==> src/b64sd_pkg.sv <==
// shared types, constants and the character classifier for the base64 stream decoder
// no dependencies
package b64sd_pkg;

    // alphabet selector codes
    localparam logic [1:0] ALPHA_STD  = 2'd0;
    localparam logic [1:0] ALPHA_URL  = 2'd1;
    localparam logic [1:0] ALPHA_BOTH = 2'd2;

    // configuration register indexes
    localparam logic CFG_ALPHABET = 1'b0;
    localparam logic CFG_IGNORE   = 1'b1;

    // result status codes
    localparam logic STATUS_DATA  = 1'b0;
    localparam logic STATUS_ERROR = 1'b1;

    // whitespace characters that are dropped
    localparam logic [7:0] CH_SPACE = 8'h20;
    localparam logic [7:0] CH_TAB   = 8'h09;
    localparam logic [7:0] CH_LF    = 8'h0A;
    localparam logic [7:0] CH_FF    = 8'h0C;
    localparam logic [7:0] CH_CR    = 8'h0D;

    typedef struct packed {
        logic       valid;
        logic [5:0] value;
    } t_sextet;

    function automatic logic is_space(input logic [7:0] c);
        return (c == CH_SPACE) || (c == CH_TAB) || (c == CH_LF) ||
               (c == CH_FF) || (c == CH_CR);
    endfunction

    // map a saturated character to its sextet under the selected alphabet
    function automatic t_sextet sextet_of(input logic [7:0] c, input logic [1:0] alpha);
        t_sextet    res;
        logic       std_ok;
        logic       url_ok;
        logic [7:0] diff;
        std_ok = (alpha != ALPHA_URL);
        url_ok = (alpha != ALPHA_STD);
        res    = '{valid: 1'b0, value: 6'd0};
        diff   = 8'd0;
        if (c >= 8'h41 && c <= 8'h5A) begin
            diff = c - 8'h41;
            res  = '{valid: 1'b1, value: diff[5:0]};
        end else if (c >= 8'h61 && c <= 8'h7A) begin
            diff = c - 8'h61 + 8'd26;
            res  = '{valid: 1'b1, value: diff[5:0]};
        end else if (c >= 8'h30 && c <= 8'h39) begin
            diff = c - 8'h30 + 8'd52;
            res  = '{valid: 1'b1, value: diff[5:0]};
        end else if (std_ok && c == 8'h2B) begin
            res = '{valid: 1'b1, value: 6'd62};
        end else if (std_ok && c == 8'h2F) begin
            res = '{valid: 1'b1, value: 6'd63};
        end else if (url_ok && c == 8'h2D) begin
            res = '{valid: 1'b1, value: 6'd62};
        end else if (url_ok && c == 8'h5F) begin
            res = '{valid: 1'b1, value: 6'd63};
        end
        return res;
    endfunction

endpackage

==> src/base64_stream_decoder_core.sv <==
// base64 stream decoder, standard and url alphabets, one code unit per transfer
// depends on b64sd_pkg
//
//  channel  | direction | handshake                 | payload
//  ---------+-----------+---------------------------+----------------------------------
//  input    | in        | i_in_valid / o_in_ready   | i_code_unit[15:0]
//  result   | out       | o_out_valid / i_out_ready | o_status, o_byte_first/second/third
//  config   | in        | i_cfg_we (no wait)        | i_cfg_index[0], i_cfg_data[1:0]
//
// one code unit per cycle sustained while the result channel takes results; an input
// transfer reaches the result through the input register, then the result register
// the group state updates when an item leaves the input register
// an item that makes a result waits in the input register only while the result
// register holds an untaken result; dropped characters never wait
// synchronous active-low reset clears config, group state and valid flags
module base64_stream_decoder_core (
    input  logic        i_clk,
    input  logic        i_rst_n,
    // input channel
    input  logic        i_in_valid,
    output logic        o_in_ready,
    input  logic [15:0] i_code_unit,
    // result channel
    output logic        o_out_valid,
    input  logic        i_out_ready,
    output logic        o_status,
    output logic [7:0]  o_byte_first,
    output logic [7:0]  o_byte_second,
    output logic [7:0]  o_byte_third,
    // configuration writes
    input  logic        i_cfg_we,
    input  logic        i_cfg_index,
    input  logic [1:0]  i_cfg_data
);

    // config registers
    logic [1:0]  r_alphabet;
    logic        r_ignore;

    // input register, holds the saturated character
    logic        r_in_valid;
    logic [7:0]  r_in_char;

    // group state
    logic [17:0] r_acc;
    logic [1:0]  r_count;
    logic [17:0] n_acc;
    logic [1:0]  n_count;

    // result register
    logic        r_out_valid;
    logic        r_out_status;
    logic [7:0]  r_out_b1;
    logic [7:0]  r_out_b2;
    logic [7:0]  r_out_b3;
    logic        n_out_valid;

    b64sd_pkg::t_sextet sx;
    logic        has_result;
    logic        out_free;
    logic        advance;
    logic        is_err;
    logic [23:0] group;

    // config port, to be written only while idle; the block itself does not enforce this
    always_ff @(posedge i_clk) begin
        if (!i_rst_n) begin
            r_alphabet <= b64sd_pkg::ALPHA_STD;
            r_ignore   <= 1'b0;
        end else if (i_cfg_we) begin
            unique case (i_cfg_index)
                b64sd_pkg::CFG_ALPHABET: r_alphabet <= i_cfg_data;
                b64sd_pkg::CFG_IGNORE:   r_ignore   <= i_cfg_data[0];
                default: ;
            endcase
        end
    end

    // classify the held character
    always_comb begin
        sx         = b64sd_pkg::sextet_of(r_in_char, r_alphabet);
        is_err     = !sx.valid && !b64sd_pkg::is_space(r_in_char) && !r_ignore;
        // a result comes from an error or from the fourth sextet of a group
        has_result = is_err || (sx.valid && (r_count == 2'd3));
        out_free   = !r_out_valid || i_out_ready;
        // dropped characters and sextets that do not complete a group move on without the output side
        advance    = r_in_valid && (out_free || !has_result);
        o_in_ready = !r_in_valid || advance;
        group      = {r_acc, sx.value};
    end

    // next group state
    always_comb begin
        n_acc   = r_acc;
        n_count = r_count;
        if (advance && sx.valid) begin
            if (r_count == 2'd3) begin
                n_acc   = 18'd0;
                n_count = 2'd0;
            end else begin
                n_acc   = {r_acc[11:0], sx.value};
                n_count = r_count + 2'd1;
            end
        end
        n_out_valid = (r_out_valid && !i_out_ready) || (advance && has_result);
    end

    // input register
    always_ff @(posedge i_clk) begin
        if (!i_rst_n) begin
            r_in_valid <= 1'b0;
        end else if (o_in_ready) begin
            r_in_valid <= i_in_valid;
        end
    end

    // saturate wide units to 0xff, which is never a valid character
    always_ff @(posedge i_clk) begin
        if (o_in_ready && i_in_valid) begin
            r_in_char <= (|i_code_unit[15:8]) ? 8'hFF : i_code_unit[7:0];
        end
    end

    // group state and result valid
    always_ff @(posedge i_clk) begin
        if (!i_rst_n) begin
            r_acc       <= 18'd0;
            r_count     <= 2'd0;
            r_out_valid <= 1'b0;
        end else begin
            r_acc       <= n_acc;
            r_count     <= n_count;
            r_out_valid <= n_out_valid;
        end
    end

    // result payload, bytes are zero on error
    always_ff @(posedge i_clk) begin
        if (advance && has_result) begin
            if (is_err) begin
                r_out_status <= b64sd_pkg::STATUS_ERROR;
                r_out_b1     <= 8'd0;
                r_out_b2     <= 8'd0;
                r_out_b3     <= 8'd0;
            end else begin
                r_out_status <= b64sd_pkg::STATUS_DATA;
                r_out_b1     <= group[23:16];
                r_out_b2     <= group[15:8];
                r_out_b3     <= group[7:0];
            end
        end
    end

    assign o_out_valid   = r_out_valid;
    assign o_status      = r_out_status;
    assign o_byte_first  = r_out_b1;
    assign o_byte_second = r_out_b2;
    assign o_byte_third  = r_out_b3;

endmodule
==> config.mk <==
export PLATFORM = sky130hd
export DESIGN_NAME = base64_stream_decoder_core
export DESIGN_NICKNAME = d
export VERILOG_FILES = /design/src/b64sd_pkg.sv /design/src/base64_stream_decoder_core.sv
export SDC_FILE = /design/constraint.sdc
export NUM_CORES = 1
export LEC_CHECK = 0
export ABC_AREA = 1
export BUFFER_PORTS_ARGS = -buffer_cell sky130_fd_sc_hd__buf_2
export CORE_UTILIZATION = 30
export CTS_CLUSTER_DIAMETER = 50
export CTS_CLUSTER_SIZE = 16
export DETAILED_ROUTE_END_ITERATION = 12
export RECOVER_POWER = 50
export SYNTH_ARGS = -nofsm -noshare
export SYNTH_HDL_FRONTEND = slang
export SYNTH_SLANG_ARGS = --single-unit
==> constraint.sdc <==
create_clock -name i_clk -period 3.6 [get_ports i_clk]
set_clock_uncertainty 0.2 [all_clocks]
set_input_delay 1.08 -clock i_clk [delete_from_list [all_inputs] [get_ports i_clk]]
set_output_delay 1.08 -clock i_clk [all_outputs]
set_load 0.01 [all_outputs]
* Word level (Yosys, flattened, before mapping) *
Cells that the tools add are included.

word-level totals
  memory bits (read-only) = 0
  register bits = 58
  bits of input ports = 24
  bits in writable memories = 0
  memories = 0
  output and inout bits = 27
  latch bits = 0
  logic and storage cells = 80

cells by class
  shift operators = 0
  multipliers = 0
  bitwise logic cells = 1
  add/sub/neg operators = 6
  div/mod/pow operators = 0
  reductions and logical operators = 35
  $lt $le $gt $ge = 6
  equality and inequality tests = 11
  mux-type cells = 10

operator list
  cell                                                                                 number
  7-bit 2-to-1 mux                                                                     7
  8-bit by 4-bit equality test with 1-bit output, second input constant                4
  8-bit by 6-bit equality test with 1-bit output, second input constant                4
  18-bit 2-to-1 mux                                                                    1
  8-bit by 7-bit greater-or-equal comparator with 1-bit output, second input constant  2
  8-bit by 7-bit less-or-equal comparator with 1-bit output, second input constant     2
  1-bit logical AND                                                                    15
  6-bit subtractor, second input constant                                              2
  1-bit logical OR                                                                     9
  8-bit by 7-bit equality test with 1-bit output, second input constant                1
  8-bit by 6-bit greater-or-equal comparator with 1-bit output, second input constant  1
  8-bit by 6-bit less-or-equal comparator with 1-bit output, second input constant     1
  8-bit OR reduction                                                                   1
  1-bit logical NOT                                                                    7
  6-bit by 5-bit adder with 6-bit output, second input constant                        1
  6-bit adder, second input constant                                                   1
  6-bit by 1-bit subtractor with 6-bit output, second input constant                   1
  2-bit AND reduction                                                                  2
  2-bit by 1-bit adder with 2-bit output, second input constant                        1
  2-bit equality test, second input constant                                           1
  2-bit 2-to-1 mux                                                                     1
  2-bit by 1-bit inequality test with 1-bit output, second input constant              1
  2-bit nonzero test                                                                   1
  1-bit 2-to-1 mux                                                                     1
  1-bit inverter                                                                       1

* Longest topological paths before layout *
  depth in word-level cells = 18
  gate-level depth with buffers = 19
  mapped depth without buffers = 17

* Worst setup path after synthesis *
Ideal clock, no wire load.

  path kind = register to output
  from = reg r_in_char[2]
  to = out o_in_ready
  path buffers = 2
  setup slack = 575 ps
  arrival = 1,745 ps
  cell stages (with the launch flop) = 14
  required time = 2,320 ps
  cells stage by stage = edfxtp_1 > buf_2 > inv_1 > ha_1 > nand2_1 > nand2_1 > nand3_1 > nand2_1 > nand2_1 > nand2_1 > buf_4 > nand4_2 > nand2_2 > nand3_1

between the ends
  word-level cells in the longest chain between the ends = 17
  elaborated cells between the ends (all ways) = 43
  classes of those cells = order compare: 6; eq/ne: 9; mux: 7; reduce/logical: 21

RTL lines
  element                                         RTL line                           RTL
  start: declaration                              base64_stream_decoder_core.sv:42   logic [7:0] r_in_char;
  start signal: assignment                        base64_stream_decoder_core.sv:120  r_in_char <= (|i_code_unit[15:8]) ? 8'hFF : i_code_unit[7:0];
  8-bit by 7-bit equality test with 1-bit output  b64sd_pkg.sv:60                    end else if (url_ok && c == 8'h5F) begin
  1-bit logical AND                               b64sd_pkg.sv:60
  7-bit 2-to-1 mux                                b64sd_pkg.sv:60
  7-bit 2-to-1 mux                                b64sd_pkg.sv:58                    end else if (url_ok && c == 8'h2D) begin
  7-bit 2-to-1 mux                                b64sd_pkg.sv:56                    end else if (std_ok && c == 8'h2F) begin
  7-bit 2-to-1 mux                                b64sd_pkg.sv:54                    end else if (std_ok && c == 8'h2B) begin
  7-bit 2-to-1 mux                                b64sd_pkg.sv:51                    end else if (c >= 8'h30 && c <= 8'h39) begin
  7-bit 2-to-1 mux                                b64sd_pkg.sv:48                    end else if (c >= 8'h61 && c <= 8'h7A) begin
  7-bit 2-to-1 mux                                b64sd_pkg.sv:45                    if (c >= 8'h41 && c <= 8'h5A) begin
  1-bit logical NOT                               base64_stream_decoder_core.sv:82   is_err = !sx.valid && !b64sd_pkg::is_space(r_in_char) && !r_ignore;
  1-bit logical AND (2 in series)                 base64_stream_decoder_core.sv:82
  1-bit logical OR *                              base64_stream_decoder_core.sv:84   has_result = is_err || (sx.valid && (r_count == 2'd3));
  1-bit logical NOT *                             base64_stream_decoder_core.sv:87   advance = r_in_valid && (out_free || !has_result);
  1-bit logical OR *                              base64_stream_decoder_core.sv:87
  1-bit logical AND *                             base64_stream_decoder_core.sv:87
  1-bit logical OR *                              base64_stream_decoder_core.sv:88   o_in_ready = !r_in_valid || advance;
  end: declaration                                base64_stream_decoder_core.sv:21   output logic o_in_ready,

Mark *: on every way between the ends. The rest lies on a longest branch, timed or not.

* Final worst setup path *
  from = reg r_in_char[3]
  to = out o_in_ready

Same word-level chain as after synthesis.

==> metrics.cfg <==
[cells_and_area]
finalInstanceArea_um2=4060
nNetsFinal=562
n_antenna_cell=0
area_growth_pct=22.0
layout-drive-gt1-share=0.188

[sta]
slew_violations=0
rsz0062_at_grt=false
slew_headroom=0.279
finalCritPeriodShare=0.957
setup_viol=0
tightestPinTransition_ns=1.08
fmax_ghz=0.290
fin_tns_setup_ns=0
fin_crit_ns=3.45
final-hold-violation-count=0

[detailed_routing]
ant_nets=0
wl_um=7700
vias=3000
route.detailed.drc=0
drt_pre_antenna_iters=4
dr.first_iter.drc_count=129
avgViaCountPerCell=4.47
wl_per_cell_um=11.5

[logic_synthesis]
mappedNetlistArea_um2=3330
syn_nets=493
synth.area.top_cells=edfxtp_1, nand2_1, dfxtp_1
netlist.area_leader.share=0.298
syn_inst=457
ys_warn_count=0
ys_ff_latch=58
yosysSeqAreaShare=0.448
synth_area_per_cell_um2=7.29
yosysUniqueCellTypes=26
yosysTopAreaCell=edfxtp_1

[place]
hpwl_um=5410
globalplace.congestion=0.906
port_buffers=50
dpl_cell_area_um2=3700

[global_routing]
track_usage=0.143
grt_max_degree=26
antenna_found_initial=0
grt_overflow=0
grt_pass1_vias=2796
grt_first_pass_wirelength_um=12800

[outcome]
outcome=complete, no violations

[die]
io_pins=51
die_area_um2=11500
die_y_um=107
core_region_area_um2=10800
start_util=0.307
die_x_um=107
rows=38

[power_and_ir_drop]
p_leak_uw=0.00199
ir_drop_v=0.000191
powerDensity_nw_per_um2=377
p_total_uw=1530

[clock_tree]
cts_hold_buf=0
cts_buffer_depth=2
root_buffer=clkbuf_8
cts_buffers=9
cts_sinks=58
cts_tree=yes
htreeDepth=3
clk_latency_ns=0.35
clk_pin_slew_ns=0.08

[critical_path]
cpLargestDelayFamily=simple AND/OR/NAND/NOR gates
cp_cell_sequence=ha_1 -> inv_1 -> nand2_1 -> nand3_1 -> nand2_1 -> nand2_1 -> nand2_2 -> nand3_2 -> nand2_2 -> nand2_4 -> nand3_1 -> buf_2
crit_type=reg2out
slowest_delay_ns=0.47
setup.worst_path.end_class=output pin
cp.arrival_ns=2.17
start_kind=register
crit_top_cell=nand2_1
cp_slowest_cell=edfxtp_1
worstPathRequired_ns=2.32
path_max_fanout=6
path_buf_inv=2

[hold_path]
hold_class=reg2reg

[job]
cap_viol_max_count=0

## where the power goes
part	switching (µW)	internal, µW
combinational	72.8	40.3
sequential	8.54	718
clock	300	394
## path summary, 6_finish.rpt
kind	end	slack, ns	depth (start not counted)	start
max	o_in_ready	0.15	12	r_in_char[3]
min	r_ignore	0.28	2	r_ignore
max reg2reg	r_acc[0]	0.68	16	r_in_char[3]
min reg2reg	r_ignore	0.28	2	r_ignore
## per-stage QoR
| stage | instances | worst slack, ns | hold slack, ns | utilization |
|---|---|---|---|---|
| floorplan | 457 | 0.575 | 0.229 | - |
| global placement | 637 | 0.346 | 0.274 | 0.342 |
| detailed placement | 637 | 0.321 | 0.281 | 0.342 |
| CTS | 657 | 0.00270 | 0.292 | 0.365 |
| global route | 671 | 0.00457 | 0.318 | 0.375 |
| finish | 671 | 0.155 | 0.284 | 0.375 |
## per-layer routing
layer,vias to the layer above,routed length [µm],global-route usage
met3,14,374,0.0387
met4,0,156,0.0538
met5,-,0,0
met2,91,3510,0.229
met1,1348,3660,0.182
li1,1547,-,-
## logic make-up (layout without fill, tap and decap cells)
group                      after synthesis  after routing  share of synthesized area
AOI/OAI and AO/OA                       15             15                     0.0233
DFF                                     58             58                      0.448
buffers and inverters                  114            188                      0.141
and+or+nand+nor                        253            253                      0.330
adders and majority gates               12             12                     0.0451
xor gates and xnor gates                 5              5                     0.0131
## registers in the layout (all words and copies together) (netlist names), 2 cells and up
register,flops
r_in_char,8
r_acc,18
o_byte_second,8
r_count,2
o_byte_third,8
r_alphabet,2
o_byte_first,8
## cells in the mapped netlist
| library cell | instances |
|---|---|
| nor2_2 | 2 |
| nor4_1 | 2 |
| nand3b_1 | 1 |
| dfxtp_1 | 25 |
| nand4_1 | 26 |
| buf_4 | 2 |
| clkinv_1 | 1 |
| nand3_2 | 3 |
| nand2_1 | 149 |
| and2_1 | 2 |
| nand2_4 | 1 |
| nand4_2 | 1 |
| nand2_2 | 1 |
| clkbuf_1 | 8 |
| inv_2 | 18 |
| ha_1 | 12 |
| nand3_1 | 22 |
| a21oi_1 | 7 |
| xor2_1 | 5 |
| o21ai_0 | 7 |
| nor2_1 | 43 |
| inv_1 | 78 |
| o31ai_1 | 1 |
| buf_6 | 4 |
| edfxtp_1 | 33 |
| buf_2 | 3 |
## worst min-delay path: cells and delay by family, from the launching register on
family,cells,cell delay (ns)
buffers and inverters,1,0.08
DFF,1,0.30
AOI/OAI and AO/OA,1,0.06
## area by class of cell
type                       count  area (µm²)
clock buffer                   9         124
clock inverter                 7         101
sequential                    58        1490
multi-input combinational    285        1400
tap                          140         175
fill                        1159        6780
timing repair buffer          75         404
inverter                      97         364
## layout by cell type, fill, tap and decap left out
master | Yosys | layout
inv_1 | 78 | 75
nor4_1 | 2 | 2
xor2_1 | 5 | 5
inv_6 | 0 | 1
clkinvlp_4 | 0 | 2
clkinv_1 | 1 | 1
buf_4 | 2 | 25
nand3b_1 | 1 | 1
clkbuf_1 | 8 | 27
o21ai_0 | 7 | 6
inv_2 | 18 | 21
buf_2 | 3 | 23
nor2_1 | 43 | 43
nand2_4 | 1 | 2
o31ai_1 | 1 | 1
o21ai_1 | 0 | 1
clkbuf_8 | 0 | 9
clkinv_4 | 0 | 2
nand3_1 | 22 | 21
edfxtp_1 | 33 | 33
and2_0 | 0 | 1
nand2_1 | 149 | 146
nor2_2 | 2 | 2
ha_2 | 0 | 3
nand2_2 | 1 | 3
dfxtp_1 | 25 | 25
ha_1 | 12 | 9
nand3_4 | 0 | 1
and2_1 | 2 | 1
a21oi_1 | 7 | 7
nand3_2 | 3 | 3
nand4_1 | 26 | 26
nand4_2 | 1 | 1
bufinv_16 | 0 | 2
## timing repair
item,4_1_cts,5_1_grt
pin swaps,1,4
setup endpoints to repair,1,1
gates cloned,0,0
resized for setup,0,13
buffers inserted,4,14
Power figures use the tool's default switching activity.
